## config.mk

```make
export PLATFORM = sky130hd
export DESIGN_NAME = quadratic_outline_flattener_flat
export DESIGN_NICKNAME = d
export VERILOG_FILES = /design/src/sv/qof_pkg.sv /design/src/sv/qof_if.sv /design/src/sv/quadratic_outline_flattener.sv /design/src/sv/qof_ctrl.sv /design/src/sv/qof_dp.sv /design/src/flat_wrapper.sv
export SDC_FILE = /design/constraint.sdc
export NUM_CORES = 2
export LEC_CHECK = 0
export BUFFER_PORTS_ARGS = -buffer_cell sky130_fd_sc_hd__clkbuf_2
export CAP_MARGIN = 20
export CORE_ASPECT_RATIO = 0.5
export CORE_MARGIN = 2
export CORE_UTILIZATION = 65
export DETAILED_ROUTE_END_ITERATION = 7
export PLACE_DENSITY_LB_ADDON = 0.25
export SLEW_MARGIN = 15
export SYNTH_ARGS = -nofsm -noshare
export SYNTH_HDL_FRONTEND = slang
export SYNTH_SLANG_ARGS = --single-unit
export TNS_END_PERCENT = 20
```

## constraint.sdc

```tcl
create_clock -name clk_i -period 8.9 [get_ports clk_i]
set_clock_uncertainty 0.2 [all_clocks]
set_input_delay 1.78 -clock clk_i [delete_from_list [all_inputs] [get_ports clk_i]]
set_output_delay 1.78 -clock clk_i [all_outputs]
set_load 0.03 [all_outputs]
```

## src/sv/qof_pkg.sv

```systemverilog
// ----------------------------------------------------------------------------
// qof_pkg
// Shared widths, codes and controller/datapath bundles for the outline
// flattener.
// ----------------------------------------------------------------------------
package qof_pkg;

  localparam int CW       = 26;  // vertex coordinate width, 8 fraction bits
  localparam int IW       = 16;  // input point width
  localparam int PW       = 17;  // point width after y negation
  localparam int CFG_W    = 6;
  localparam int DATA_W   = 32;
  localparam int ADDR_W   = 3;
  localparam int DIVCNT_W = $clog2(CW + 1);

  localparam logic [CFG_W-1:0] STEPS_RST = 6'd32;

  // register index as seen on paddr[ADDR_W-1]
  localparam logic REG_CURVE_STEPS = 1'b0;

  // blend accumulation phases
  localparam logic [1:0] PH_A   = 2'd0;  // weight (N-k)^2 with pen
  localparam logic [1:0] PH_B   = 2'd1;  // weight 2k(N-k) with control
  localparam logic [1:0] PH_C   = 2'd2;  // weight k^2 with anchor
  localparam logic [1:0] PH_ACC = 2'd3;  // last product only

  typedef struct packed {
    logic       accept;
    logic       put_direct;
    logic       put_curve;
    logic       last;
    logic       contour_last;
    logic       seg_init;
    logic       seg_sel2;
    logic       k_inc;
    logic       mul_en;
    logic [1:0] mul_phase;
    logic       div_init;
    logic       div_step;
  } qof_cmd_t;

  typedef struct packed {
    logic job_direct;
    logic job_seg1;
    logic job_seg2;
    logic contour_end;
    logic k_last;
    logic out_free;
  } qof_sts_t;

endpackage

```

## src/sv/qof_if.sv

```systemverilog
// ----------------------------------------------------------------------------
// qof_pt_if / qof_vtx_if
// Valid/ready channels for outline points and polyline vertices.
// ----------------------------------------------------------------------------
interface qof_pt_if;
  import qof_pkg::*;
  logic                 valid;
  logic                 ready;
  logic signed [IW-1:0] point_x;
  logic signed [IW-1:0] point_y;
  logic                 on_curve;
  logic                 contour_end;

  modport source(output valid, point_x, point_y, on_curve, contour_end, input ready);
  modport sink(input valid, point_x, point_y, on_curve, contour_end, output ready);
endinterface

interface qof_vtx_if;
  import qof_pkg::*;
  logic                 valid;
  logic                 ready;
  logic signed [CW-1:0] vertex_x;
  logic signed [CW-1:0] vertex_y;
  logic                 contour_last;
  logic                 run_last;

  modport source(output valid, vertex_x, vertex_y, contour_last, run_last, input ready);
  modport sink(input valid, vertex_x, vertex_y, contour_last, run_last, output ready);
endinterface

```

## src/sv/quadratic_outline_flattener.sv

```systemverilog
// ----------------------------------------------------------------------------
// quadratic_outline_flattener
// Turns quadratic glyph outline points into polyline vertices.
// ----------------------------------------------------------------------------
//  channel   dir  handshake            payload
//  pt_i      in   valid/ready          point_x, point_y, on_curve, contour_end
//  vtx_o     out  valid/ready          vertex_x, vertex_y, contour_last, run_last
//  apb       in   psel/penable/pready  curve_steps at byte address 0
//
// One item at a time. A direct vertex is loaded straight into the output
// register; each curve point runs 4 multiply-accumulate phases, the bit-serial
// divide by 2N^2 and a load of the output register, after a setup per segment.
// A stalled output holds the sequencer at its next vertex. Async low reset.
// ----------------------------------------------------------------------------
module quadratic_outline_flattener #(
  parameter int MAX_STEPS = 32
) (
  input  logic                         clk_i,
  input  logic                         rst_ni,
  input  logic                         psel,
  input  logic                         penable,
  input  logic                         pwrite,
  input  logic [qof_pkg::ADDR_W-1:0]   paddr,
  input  logic [qof_pkg::DATA_W-1:0]   pwdata,
  output logic [qof_pkg::DATA_W-1:0]   prdata,
  output logic                         pready,
  qof_pt_if.sink                       pt_i,
  qof_vtx_if.source                    vtx_o
);
  import qof_pkg::*;

  logic [CFG_W-1:0] steps_q;
  qof_cmd_t         cmd;
  qof_sts_t         sts;

  assign pready = 1'b1;

  always_ff @(posedge clk_i or negedge rst_ni) begin
    if (!rst_ni) begin
      steps_q <= STEPS_RST;
    end else if (psel && penable && pwrite && paddr[ADDR_W-1] == REG_CURVE_STEPS) begin
      steps_q <= pwdata[CFG_W-1:0];
    end
  end

  assign prdata = (paddr[ADDR_W-1] == REG_CURVE_STEPS) ? DATA_W'(steps_q) : '0;

  qof_ctrl u_ctrl (
    .clk_i      (clk_i),
    .rst_ni     (rst_ni),
    .in_valid_i (pt_i.valid),
    .in_ready_o (pt_i.ready),
    .sts_i      (sts),
    .cmd_o      (cmd)
  );

  qof_dp #(
    .MAX_STEPS (MAX_STEPS)
  ) u_dp (
    .clk_i          (clk_i),
    .rst_ni         (rst_ni),
    .cfg_steps_i    (steps_q),
    .point_x_i      (pt_i.point_x),
    .point_y_i      (pt_i.point_y),
    .on_curve_i     (pt_i.on_curve),
    .contour_end_i  (pt_i.contour_end),
    .cmd_i          (cmd),
    .sts_o          (sts),
    .vtx_valid_o    (vtx_o.valid),
    .vtx_ready_i    (vtx_o.ready),
    .vertex_x_o     (vtx_o.vertex_x),
    .vertex_y_o     (vtx_o.vertex_y),
    .contour_last_o (vtx_o.contour_last),
    .run_last_o     (vtx_o.run_last)
  );

endmodule

```

## src/sv/qof_ctrl.sv

```systemverilog
// ----------------------------------------------------------------------------
// qof_ctrl
// Sequencer: direct vertex, then up to two flattened segments, each point
// as multiply-accumulate phases followed by a bit-serial divide.
// ----------------------------------------------------------------------------
module qof_ctrl (
  input  logic                clk_i,
  input  logic                rst_ni,
  input  logic                in_valid_i,
  output logic                in_ready_o,
  input  qof_pkg::qof_sts_t   sts_i,
  output qof_pkg::qof_cmd_t   cmd_o
);
  import qof_pkg::*;

  typedef enum logic [5:0] {
    S_IDLE   = 6'b000001,
    S_DIRECT = 6'b000010,
    S_INIT   = 6'b000100,
    S_MUL    = 6'b001000,
    S_DIV    = 6'b010000,
    S_PUT    = 6'b100000
  } state_e;

  state_e              state_q, state_d;
  logic                jd_q, jd_d, j1_q, j1_d, j2_q, j2_d;
  logic                end_q, end_d, seg2_q, seg2_d;
  logic [1:0]          ph_q, ph_d;
  logic [DIVCNT_W-1:0] dc_q, dc_d;

  always_comb begin
    state_d    = state_q;
    jd_d       = jd_q;
    j1_d       = j1_q;
    j2_d       = j2_q;
    end_d      = end_q;
    seg2_d     = seg2_q;
    ph_d       = ph_q;
    dc_d       = dc_q;
    cmd_o      = '0;
    in_ready_o = 1'b0;
    case (state_q)
      S_IDLE: begin
        in_ready_o = 1'b1;
        if (in_valid_i) begin
          cmd_o.accept = 1'b1;
          jd_d   = sts_i.job_direct;
          j1_d   = sts_i.job_seg1;
          j2_d   = sts_i.job_seg2;
          end_d  = sts_i.contour_end;
          seg2_d = ~sts_i.job_seg1;
          if (sts_i.job_direct) begin
            state_d = S_DIRECT;
          end else if (sts_i.job_seg1 || sts_i.job_seg2) begin
            state_d = S_INIT;
          end
        end
      end
      S_DIRECT: begin
        if (sts_i.out_free) begin
          cmd_o.put_direct   = 1'b1;
          cmd_o.last         = ~(j1_q | j2_q);
          cmd_o.contour_last = ~(j1_q | j2_q) & end_q;
          jd_d               = 1'b0;
          state_d            = (j1_q || j2_q) ? S_INIT : S_IDLE;
        end
      end
      S_INIT: begin
        // pen is settled here, in the cycle after the previous beat was loaded
        cmd_o.seg_init = 1'b1;
        cmd_o.seg_sel2 = seg2_q;
        ph_d           = PH_A;
        state_d        = S_MUL;
      end
      S_MUL: begin
        cmd_o.mul_en    = 1'b1;
        cmd_o.mul_phase = ph_q;
        ph_d            = ph_q + 2'd1;
        if (ph_q == PH_ACC) begin
          dc_d    = '0;
          state_d = S_DIV;
        end
      end
      S_DIV: begin
        cmd_o.div_init = (dc_q == '0);
        cmd_o.div_step = (dc_q != '0);
        dc_d           = dc_q + DIVCNT_W'(1);
        if (dc_q == DIVCNT_W'(CW)) begin
          state_d = S_PUT;
        end
      end
      S_PUT: begin
        if (sts_i.out_free) begin
          cmd_o.put_curve    = 1'b1;
          cmd_o.last         = sts_i.k_last & (seg2_q | ~j2_q);
          cmd_o.contour_last = sts_i.k_last & (seg2_q | ~j2_q) & end_q;
          if (!sts_i.k_last) begin
            cmd_o.k_inc = 1'b1;
            ph_d        = PH_A;
            state_d     = S_MUL;
          end else if (!seg2_q && j2_q) begin
            seg2_d  = 1'b1;
            state_d = S_INIT;
          end else begin
            state_d = S_IDLE;
          end
        end
      end
      default: begin
        state_d = S_IDLE;
      end
    endcase
  end

  always_ff @(posedge clk_i or negedge rst_ni) begin
    if (!rst_ni) begin
      state_q <= S_IDLE;
      jd_q    <= 1'b0;
      j1_q    <= 1'b0;
      j2_q    <= 1'b0;
      end_q   <= 1'b0;
      seg2_q  <= 1'b0;
      ph_q    <= PH_A;
      dc_q    <= '0;
    end else begin
      state_q <= state_d;
      jd_q    <= jd_d;
      j1_q    <= j1_d;
      j2_q    <= j2_d;
      end_q   <= end_d;
      seg2_q  <= seg2_d;
      ph_q    <= ph_d;
      dc_q    <= dc_d;
    end
  end

`ifndef SYNTH
  a_put_free: assert property (@(posedge clk_i) disable iff (!rst_ni)
    (cmd_o.put_curve || cmd_o.put_direct) |-> sts_i.out_free)
    else $error("vertex loaded into occupied output register");

  a_nojob_idle: assert property (@(posedge clk_i) disable iff (!rst_ni)
    (cmd_o.accept && !sts_i.job_direct && !sts_i.job_seg1 && !sts_i.job_seg2)
    |=> state_q == S_IDLE)
    else $error("item without results left the idle state");

  a_div_len: assert property (@(posedge clk_i) disable iff (!rst_ni)
    (state_q == S_DIV && dc_q == DIVCNT_W'(CW)) |=> state_q == S_PUT)
    else $error("divide did not hand over after full quotient");

  a_seg2_job: assert property (@(posedge clk_i) disable iff (!rst_ni)
    (state_q == S_INIT && seg2_q) |-> j2_q)
    else $error("closing segment started without request");
`endif

endmodule

```

## src/sv/qof_dp.sv

```systemverilog
// ----------------------------------------------------------------------------
// qof_dp
// Outline state, blend multiply-accumulate, restoring divider and the
// vertex output register.
// ----------------------------------------------------------------------------
module qof_dp #(
  parameter int MAX_STEPS = 32
) (
  input  logic                         clk_i,
  input  logic                         rst_ni,
  input  logic [qof_pkg::CFG_W-1:0]    cfg_steps_i,
  input  logic signed [qof_pkg::IW-1:0] point_x_i,
  input  logic signed [qof_pkg::IW-1:0] point_y_i,
  input  logic                         on_curve_i,
  input  logic                         contour_end_i,
  input  qof_pkg::qof_cmd_t            cmd_i,
  output qof_pkg::qof_sts_t            sts_o,
  output logic                         vtx_valid_o,
  input  logic                         vtx_ready_i,
  output logic signed [qof_pkg::CW-1:0] vertex_x_o,
  output logic signed [qof_pkg::CW-1:0] vertex_y_o,
  output logic                         contour_last_o,
  output logic                         run_last_o
);
  import qof_pkg::*;

  localparam int NW = $clog2(MAX_STEPS + 1);
  localparam int WW = 2 * NW + 1;
  localparam int AW = CW + WW;
  localparam int DW = 2 * NW + 1;

  // outline state
  logic [CW-1:0] pen_q[2], first_q[2];
  logic [PW-1:0] ctrl_q[2];
  logic          hf_q, hc_q;

  // per-item and per-segment operands
  logic [CW-1:0] dir_q[2], s1c_q[2], s1a_q[2];
  logic [CW-1:0] p0_q[2], c_q[2], p2_q[2];
  logic [NW-1:0] k_q;
  logic [2*NW-1:0] d_q;
  logic [WW-1:0] w_q;
  logic [1:0]    csel_q;
  logic [AW-1:0] acc_q[2];
  logic [DW-1:0] rem_q[2];
  logic [CW-1:0] qr_q[2];

  // output register
  logic          ovalid_q;
  logic [CW-1:0] ox_q, oy_q;
  logic          oclast_q, orlast_q;

  logic [NW-1:0]   n, m;
  logic [2*NW-1:0] mm, km, kk;
  logic [WW-1:0]   wgt;
  logic [PW-1:0]   pin[2];
  logic [PW:0]     msum[2];
  logic [CW-1:0]   f[2], mid[2], cx8[2], anchor[2], csel_v[2], qres[2];
  logic [AW-1:0]   prod[2], dvd[2];
  logic [DW-1:0]   dv, rem_n[2];
  logic [DW:0]     t[2], tsub[2];
  logic            ge[2];
  logic            job_direct;

  always_comb begin
    if (cfg_steps_i == '0) begin
      n = NW'(1);
    end else if (cfg_steps_i > CFG_W'(MAX_STEPS)) begin
      n = NW'(MAX_STEPS);
    end else begin
      n = cfg_steps_i[NW-1:0];
    end
  end

  assign pin[0] = {point_x_i[IW-1], point_x_i};
  assign pin[1] = PW'(0) - {point_y_i[IW-1], point_y_i};

  always_comb begin
    for (int i = 0; i < 2; i++) begin
      f[i]      = {{(CW-PW-8){pin[i][PW-1]}}, pin[i], 8'b0};
      msum[i]   = {ctrl_q[i][PW-1], ctrl_q[i]} + {pin[i][PW-1], pin[i]};
      mid[i]    = {{(CW-PW-8){msum[i][PW]}}, msum[i], 7'b0};
      cx8[i]    = {ctrl_q[i][PW-1], ctrl_q[i], 8'b0};
      anchor[i] = on_curve_i ? f[i] : mid[i];
    end
  end

  assign job_direct = ~hc_q & (on_curve_i | ~hf_q);

  always_comb begin
    sts_o             = '0;
    sts_o.job_direct  = job_direct;
    sts_o.job_seg1    = hc_q;
    sts_o.job_seg2    = contour_end_i & ~on_curve_i;
    sts_o.contour_end = contour_end_i;
    sts_o.k_last      = (k_q == n);
    sts_o.out_free    = ~ovalid_q | vtx_ready_i;
  end

  // blend weights for the current k
  assign m  = n - k_q;
  assign mm = m * m;
  assign km = k_q * m;
  assign kk = k_q * k_q;

  always_comb begin
    case (cmd_i.mul_phase)
      PH_A:    wgt = {1'b0, mm};
      PH_B:    wgt = {km, 1'b0};
      PH_C:    wgt = {1'b0, kk};
      default: wgt = '0;
    endcase
  end

  // coordinates enter the divider offset by 2^(CW-1) so all terms are unsigned
  always_comb begin
    for (int i = 0; i < 2; i++) begin
      case (csel_q)
        PH_A:    csel_v[i] = p0_q[i];
        PH_B:    csel_v[i] = c_q[i];
        PH_C:    csel_v[i] = p2_q[i];
        default: csel_v[i] = '0;
      endcase
      prod[i] = w_q * {~csel_v[i][CW-1], csel_v[i][CW-2:0]};
      dvd[i]  = {acc_q[i][AW-2:0], 1'b0} + AW'(d_q);
      t[i]    = {rem_q[i], qr_q[i][CW-1]};
      tsub[i] = t[i] - {1'b0, dv};
      ge[i]   = (t[i] >= {1'b0, dv});
      rem_n[i] = ge[i] ? tsub[i][DW-1:0] : t[i][DW-1:0];
      qres[i] = {~qr_q[i][CW-1], qr_q[i][CW-2:0]};
    end
  end

  assign dv = {d_q, 1'b0};

  // outline state
  always_ff @(posedge clk_i or negedge rst_ni) begin
    if (!rst_ni) begin
      for (int i = 0; i < 2; i++) begin
        pen_q[i]   <= '0;
        first_q[i] <= '0;
        ctrl_q[i]  <= '0;
      end
      hf_q <= 1'b0;
      hc_q <= 1'b0;
    end else begin
      if (cmd_i.accept) begin
        for (int i = 0; i < 2; i++) begin
          if (!on_curve_i) begin
            ctrl_q[i] <= pin[i];
          end
          if (job_direct && !hf_q) begin
            first_q[i] <= f[i];
          end
        end
        hc_q <= ~on_curve_i & ~contour_end_i;
        if (contour_end_i) begin
          hf_q <= 1'b0;
        end else if (job_direct) begin
          hf_q <= 1'b1;
        end
      end
      for (int i = 0; i < 2; i++) begin
        if (cmd_i.put_direct) begin
          pen_q[i] <= dir_q[i];
        end else if (cmd_i.put_curve) begin
          pen_q[i] <= qres[i];
        end
      end
    end
  end

  // operands and arithmetic
  always_ff @(posedge clk_i) begin
    for (int i = 0; i < 2; i++) begin
      if (cmd_i.accept) begin
        dir_q[i] <= f[i];
        s1c_q[i] <= cx8[i];
        s1a_q[i] <= anchor[i];
      end
      if (cmd_i.seg_init) begin
        p0_q[i] <= pen_q[i];
        c_q[i]  <= cmd_i.seg_sel2 ? cx8[i] : s1c_q[i];
        p2_q[i] <= cmd_i.seg_sel2 ? first_q[i] : s1a_q[i];
      end
      if (cmd_i.mul_en && cmd_i.mul_phase != PH_A) begin
        acc_q[i] <= ((cmd_i.mul_phase == PH_B) ? '0 : acc_q[i]) + prod[i];
      end
      if (cmd_i.div_init) begin
        rem_q[i] <= dvd[i][AW-1:CW];
        qr_q[i]  <= dvd[i][CW-1:0];
      end else if (cmd_i.div_step) begin
        rem_q[i] <= rem_n[i];
        qr_q[i]  <= {qr_q[i][CW-2:0], ge[i]};
      end
    end
    if (cmd_i.seg_init) begin
      k_q <= NW'(1);
      d_q <= n * n;
    end else if (cmd_i.k_inc) begin
      k_q <= k_q + NW'(1);
    end
    if (cmd_i.mul_en) begin
      w_q    <= wgt;
      csel_q <= cmd_i.mul_phase;
    end
  end

  // output register
  always_ff @(posedge clk_i or negedge rst_ni) begin
    if (!rst_ni) begin
      ovalid_q <= 1'b0;
    end else if (cmd_i.put_direct || cmd_i.put_curve) begin
      ovalid_q <= 1'b1;
    end else if (vtx_ready_i) begin
      ovalid_q <= 1'b0;
    end
  end

  always_ff @(posedge clk_i) begin
    if (cmd_i.put_direct || cmd_i.put_curve) begin
      ox_q     <= cmd_i.put_direct ? dir_q[0] : qres[0];
      oy_q     <= cmd_i.put_direct ? dir_q[1] : qres[1];
      oclast_q <= cmd_i.contour_last;
      orlast_q <= cmd_i.last;
    end
  end

  assign vtx_valid_o    = ovalid_q;
  assign vertex_x_o     = ox_q;
  assign vertex_y_o     = oy_q;
  assign contour_last_o = oclast_q;
  assign run_last_o     = orlast_q;

endmodule
```

## src/flat_wrapper.sv

```systemverilog
// flat-port wrapper written by rule: the top's interface ports become plain ports
module quadratic_outline_flattener_flat import qof_pkg::*;
#(
  parameter int MAX_STEPS = 32
)
  (clk_i, rst_ni, psel, penable, pwrite, paddr, pwdata, prdata, pready, pt_i_valid, pt_i_point_x, pt_i_point_y, pt_i_on_curve, pt_i_contour_end, pt_i_ready, vtx_o_valid, vtx_o_vertex_x, vtx_o_vertex_y, vtx_o_contour_last, vtx_o_run_last, vtx_o_ready);
  qof_pt_if pt_i_i ();
  qof_vtx_if vtx_o_i ();
  input  logic clk_i;
  input  logic rst_ni;
  input  logic psel;
  input  logic penable;
  input  logic pwrite;
  input  logic [qof_pkg::ADDR_W-1:0] paddr;
  input  logic [qof_pkg::DATA_W-1:0] pwdata;
  output logic [qof_pkg::DATA_W-1:0] prdata;
  output logic pready;
  input wire logic [$bits(pt_i_i.valid)-1:0] pt_i_valid;
  input wire logic [$bits(pt_i_i.point_x)-1:0] pt_i_point_x;
  input wire logic [$bits(pt_i_i.point_y)-1:0] pt_i_point_y;
  input wire logic [$bits(pt_i_i.on_curve)-1:0] pt_i_on_curve;
  input wire logic [$bits(pt_i_i.contour_end)-1:0] pt_i_contour_end;
  output wire logic [$bits(pt_i_i.ready)-1:0] pt_i_ready;
  output wire logic [$bits(vtx_o_i.valid)-1:0] vtx_o_valid;
  output wire logic [$bits(vtx_o_i.vertex_x)-1:0] vtx_o_vertex_x;
  output wire logic [$bits(vtx_o_i.vertex_y)-1:0] vtx_o_vertex_y;
  output wire logic [$bits(vtx_o_i.contour_last)-1:0] vtx_o_contour_last;
  output wire logic [$bits(vtx_o_i.run_last)-1:0] vtx_o_run_last;
  input wire logic [$bits(vtx_o_i.ready)-1:0] vtx_o_ready;
  assign pt_i_i.valid = pt_i_valid;
  assign pt_i_i.point_x = pt_i_point_x;
  assign pt_i_i.point_y = pt_i_point_y;
  assign pt_i_i.on_curve = pt_i_on_curve;
  assign pt_i_i.contour_end = pt_i_contour_end;
  assign pt_i_ready = pt_i_i.ready;
  assign vtx_o_valid = vtx_o_i.valid;
  assign vtx_o_vertex_x = vtx_o_i.vertex_x;
  assign vtx_o_vertex_y = vtx_o_i.vertex_y;
  assign vtx_o_contour_last = vtx_o_i.contour_last;
  assign vtx_o_run_last = vtx_o_i.run_last;
  assign vtx_o_i.ready = vtx_o_ready;
  quadratic_outline_flattener #(.MAX_STEPS(MAX_STEPS)) u_core (.clk_i(clk_i), .rst_ni(rst_ni), .psel(psel), .penable(penable), .pwrite(pwrite), .paddr(paddr), .pwdata(pwdata), .prdata(prdata), .pready(pready), .pt_i(pt_i_i), .vtx_o(vtx_o_i));
endmodule
```

## Yosys cells after proc, flatten, opt, wreduce, memory -nomap -nowiden

Memory sizes are Yosys's and may differ from the RTL's.
Index checks and enable logic that the tools add are counted.

| operators by class | value |
|---|---|
| equal/unequal tests | 22 |
| multiplexer cells | 77 |
| multipliers | 6 |
| reductions and logical operators | 31 |
| bitwise operators | 26 |
| $add $sub $neg | 13 |
| order comparisons | 3 |

Operator list:

| cell | count |
|---|---|
| 2-to-1 mux 26 bit | 14 |
| one-hot mux 26 bit (3 select lines) | 2 |
| adder 39 x 12 -> 39 bit | 2 |
| adder 39 bit | 2 |
| multiplier 13 x 26 -> 39 bit | 2 |
| 2-to-1 mux 39 bit | 2 |
| 2-to-1 mux 6 bit | 11 |
| 2-to-1 mux 13 bit | 4 |
| multiplier 6 x 6 -> 12 bit | 4 |
| one-hot mux 13 bit (3 select lines) | 1 |
| one-hot mux 6 bit (6 select lines) | 1 |
| >= comparator 14 x 13 -> 1 bit | 2 |
| 2-to-1 mux 1 bit | 28 |
| subtractor 13 bit | 2 |
| adder 17 x 17 -> 18 bit | 1 |
| adder 16 x 16 -> 17 bit | 1 |
| subtractor 1 x 16 -> 17 bit (first input constant) | 1 |
| 2-to-1 mux 3 bit | 4 |
| inequality test 2 bit (second input constant) | 6 |
| inverter 1 bit | 12 |
| nonzero test 2 bit | 6 |
| 2-to-1 mux 2 bit | 5 |
| one-hot mux 5 bit (2 select lines) | 1 |
| AND reduction 2 bit | 5 |
| 34 further kinds | 59 |

| storage, ports and cells | value |
|---|---|
| bits of input ports | 76 |
| bits in writable memories | 436 |
| flip-flop bits (word level) | 231 |
| word-level logic and storage cells | 212 |
| memories | 9 |
| output and inout port bits | 89 |

Memory list:

| name | words | bits a word | rd ports | clocked after Yosys merged registers in | write ports | line | RTL |
|---|---|---|---|---|---|---|---|
| u_core.u_dp.acc_q | 2 | 39 | 2 | 0 | 2 | qof_dp.sv:44 | `logic [AW-1:0] acc_q[2];` |
| u_core.u_dp.c_q | 2 | 26 | 2 | 0 | 2 | qof_dp.sv:39 | `logic [CW-1:0] p0_q[2], c_q[2], p2_q[2];` |
| u_core.u_dp.p0_q | 2 | 26 | 2 | 0 | 2 | qof_dp.sv:39 |  |
| u_core.u_dp.p2_q | 2 | 26 | 2 | 0 | 2 | qof_dp.sv:39 |  |
| u_core.u_dp.qr_q | 2 | 26 | 2 | 0 | 2 | qof_dp.sv:46 | `logic [CW-1:0] qr_q[2];` |
| u_core.u_dp.s1a_q | 2 | 26 | 2 | 0 | 2 | qof_dp.sv:38 | `logic [CW-1:0] dir_q[2], s1c_q[2], s1a_q[2];` |
| 3 more memories | -- | -- | -- | -- | -- | -- |  |

## Longest topological paths before layout

| logic depth | value |
|---|---|
| word-level depth | 10 |
| depth in mapped cells | 28 |
| depth with buffers taken out | 26 |

## By module

A second synthesis with hierarchy kept.

| second synthesis, totals | value |
|---|---|
| cell total of the unflattened synthesis | 5249 |
| area, all modules | 54428.5 um2 |

By module, submodules not included:

| module | cells an instance | area each (um2) | times used | seq. area each (um2) |
|---|---|---|---|---|
| qof_dp | 5090 | 52873.2 | 1 | 16811.1 |
| qof_ctrl | 111 | 1049.8 | 1 | 426.7 |
| quadratic_outline_flattener | 48 | 505.5 | 1 | 151.4 |

## Worst setup path after synthesis

OpenSTA, ideal clock, no wires.

| path | value |
|---|---|
| path kind | register to register |
| start point | register u_core.u_dp.csel_q[1] |
| end point | memory u_core.u_dp.acc_q[0][36] (netlist name) (data pin) |
| arrival | 7.007 ns |
| required time | 8.440 ns |
| setup time | 0.260 ns |
| cell stages (with the launch flop) | 27 |
| setup slack | 1.433 ns |
| path buffers | 3 |
| period minus slack after synthesis | 7.467 ns |
| cell sequence | edfxtp_1 > buf_2 > buf_1 > mux2i_1 > o21ai_0 > clkbuf_1 > and2_1 > fa_1 > inv_1 > fa_1 > inv_1 > fa_1 > fa_1 > fa_1 > inv_1 > fa_1 > inv_1 > ha_1 > a21oi_1 > o21ai_1 > a221o_1 > nor3_1 > a2111oi_2 > o311a_1 > nor4b_1 > nor2_1 > xor2_1 |

RTL lines:

| what | line | RTL |
|---|---|---|
| from (decl) | qof_dp.sv:43 | `logic [1:0] csel_q;` |
| from (signal assigned) | qof_dp.sv:205 | `csel_q <= cmd_i.mul_phase;` |
| to (decl) | qof_dp.sv:44 |  |

==> summary.txt <==
Place
  • Final Wtd Congestion: approximately 0.95
  • Buffers on Ports: 109
  • Post-DP HPWL: approximately 110000 um

Synthesis
  • Top-area cell type share of the netlist area: between 20% and 30%
  • YS warnings: 0
  • Count leader, synth: nand2_1
  • #FFs+latches synth: between 600 and 700
  • Synth Cell Area: 54700 um2
  • Synth top cells by count: nand2_1 (912), inv_1 (846), fa_1 (636)
  • Post-Syn Instances: between 5000 and 6000
  • Main synth FF type: edfxtp_1
  • Sequential element share of the synthesized area: 31.8%
  • Mean Syn Cell Area: roughly 9.9 um2
  • Leading area contributor after synthesis: edfxtp_1
  • Distinct cells, synth: 93
  • EDFF count, synth: around 460
  • Async SR Flop Fraction: a little under a quarter
  • Leading post-synthesis cells by cell area: edfxtp_1 (25%), fa_1 (23%), ha_1 (7.5%)

Global routing
  • First-pass GRT wire length: ~230000 um
  • Grt ovf: 0
  • Vias in the first global route: ~40000
  • Initial antenna violation count: 8
  • Largest net degree at the start of global routing: between 100 and 150
  • GRT Resource Usage Total: around a third

Run status
  • Status: completed

Cells and area
  • Register area: between 15000 and 20000 um2
  • N_diodes: 0
  • Area Growth Syn to Fin: 6.75%
  • Share of layout cells above drive strength 1: 7.97%
  • Final nets: ~6600
  • Area of the multi-input gates: 33100 um2
  • # fillers: ~6100

Drt
  • DR iter-0 viols: around 4400
  • # DRC: 0
  • First-pass detailed-route iteration total: 7
  • Vias per cell: 6.00
  • Routed Antenna Nets: 0
  • Via count: between 40000 and 50000
  • Final WL: roughly 140000 um
  • WL per Instance: 21.2 um

STA
  • Worst Tran Pin Value: roughly 1.2 ns
  • RSZ-0062 raised after global routing: no
  • Hold Violations, Final: 0
  • TNS Setup: 0 ns
  • Fmax achieved: between 100 and 150 MHz
  • Final Hold Slack: about 0.25 ns
  • Final setup viols: 0
  • Final period utilization: roughly 95%
  • Period minus WS final: 8.43 ns
  • Max-slew headroom: 20.3%
  • Max-slew violations: 0

Setup path
  • Flop2flop setup slack: between 0.4 and 0.5 ns
  • Data required, critical path: 9.08 ns
  • Critical register-to-register path startpoint: u_core.u_dp.csel_q[0]$_DFFE_PN_
  • Setup CP Type: flip-flop to flip-flop
  • CP Capture Type: flip-flop
  • WP data arrival: between 8 and 9 ns
  • Reg-to-Reg End: u_core.u_dp.acc_q[0][75]$_DFFE_PP_
  • Startpoint Class: flip-flop
  • Crit-path max FO: 33
  • Depth of the worst register-to-register path: 24

Hold path
  • WHS Path Cells: 0
  • WHS Endpoint: u_core.u_dp.p0_q[0][25]$_DFFE_PN_
  • Hold Path Class: flip-flop to flip-flop
  • Worst hold start: u_core.u_dp.pen_q[51]$_DFFE_PN0P_

Floorplanning
  • Die H: roughly 210 um
  • Ports: 165
  • Row count: 75
  • Die width: 414 um
  • Core area: between 80000 and 90000 um2
  • Starting Density: between 60% and 70%
  • Die area: ~87000 um2

Clock tree
  • # clock sinks: 605
  • Worst skew pair latency: ~0.67 ns
  • Post-CTS Hold Fix Bufs: 0
  • Clock H-tree levels: 2
  • # Post-CTS Setup Buffers: 0
  • Clk buf depth: 3
  • CTS tree: built
  • Number of buffers created by CTS: 57
  • Root Buffer: clkbuf_16
  • Clock transition at path regs: about 0.070 ns
  • CTS resizes: 0

Run
  • Max Cap Viol: 0
-- routing by layer --
layer	global-route usage, %	vias up	share of wire [%]
met5	0	-	0.050
met4	8.29	10	2.7
met3	6.68	252	11
met2	50.6	1946	44
met1	49.7	20200	42
li1	-	17700	-
-- kinds of logic after synthesis --
logic type	share of synthesized area, %
buf+inv	8.02
flops	31.8
fa+ha+maj	30.8
mux	3.08
simple gates	15.1
other cells	0.0137
xor+xnor	3.76
compound gates	7.47
-- cells in the final DEF, fill, tap and decap left out, types with 57 or more instances in the layout --
master	count
fa_1	636
and2_1	304
and3_1	98
edfxtp_1	455
nand2_1	908
xor2_1	91
inv_1	845
xnor2_1	144
dfrtp_1	142
mux2i_1	58
ha_1	328
mux2_2	98
a21oi_1	162
o21ai_0	194
nand3_1	66
clkbuf_16	57
buf_4	81
clkbuf_2	108
nor2_1	166
-- worst max-delay path: stages, from the launching register on --
cell and delay, ns:
edfxtp_1 0.79, nor2b_2 0.26, buf_4 0.49, nand2_1 0.15, o21ai_0 0.38, nand2_1 0.17, fa_1 0.53, inv_1 0.05
fa_1 0.48, fa_1 0.58, fa_1 0.45, fa_1 0.49, inv_1 0.05, fa_1 0.47, inv_1 0.04, ha_1 0.37
a2111oi_0 0.54, o21ai_0 0.29, or3_1 0.37, a211oi_1 0.20, buf_4 0.19, o31ai_1 0.13, a21o_1 0.23, a21oi_1 0.17
xnor2_1 0.08
-- how the worst max path moves through the flow --
stage,startpoint,slack (ns),cells past startpoint,to
floorplan,u_core.u_dp.csel_q[1]$_DFFE_PN_,1.43,26,u_core.u_dp.acc_q[0][36]$_DFFE_PP_
global placement,u_core.u_dp.csel_q[1]$_DFFE_PN_,0.82,25,u_core.u_dp.acc_q[0][36]$_DFFE_PP_
detailed placement,u_core.u_dp.csel_q[0]$_DFFE_PN_,0.72,25,u_core.u_dp.acc_q[0][36]$_DFFE_PP_
CTS,u_core.u_dp.csel_q[0]$_DFFE_PN_,0.69,26,u_core.u_dp.acc_q[0][76]$_DFFE_PP_
global route,u_core.u_dp.csel_q[0]$_DFFE_PN_,0.16,24,u_core.u_dp.acc_q[0][75]$_DFFE_PP_
finish,u_core.u_dp.csel_q[0]$_DFFE_PN_,0.47,24,u_core.u_dp.acc_q[0][75]$_DFFE_PP_
-- final cells by class --
type	instances	area share [%]
clock buffers	79	2.77
multi-input cells	3806	56.7
repair buffers	201	2.30
flip-flops and latches	605	29.8
inverters	850	5.47
well taps	1116	2.39
clock inverters	29	0.614
-- state kept, by name, summed over array words and instances, names as in the netlist, 35 cells and up --
| signal | flops |
|---|---|
| u_core.u_dp.pen_q | 52 |
| u_core.u_dp.p2_q | 35 |
| u_core.u_dp.p0_q | 52 |
| u_core.u_dp.s1a_q | 35 |
| u_core.u_dp.qr_q | 52 |
| u_core.u_dp.acc_q | 76 |
-- metrics by stage --
stage               util (%)  setup WS [ns]  cell area [um2]  cells
finish                  69.9          0.471            58400   6686
global route            69.9          0.157            58400   6686
CTS                     69.8          0.689            58300   6680
detailed placement      67.4          0.723            56400   6572
global placement        67.4          0.816            56400   6571
floorplan                  -           1.43            54900   5545
Power is left out: the tool's default activity adds up to more than one toggle a clock period on the data nets, which glitch-free logic cannot reach.
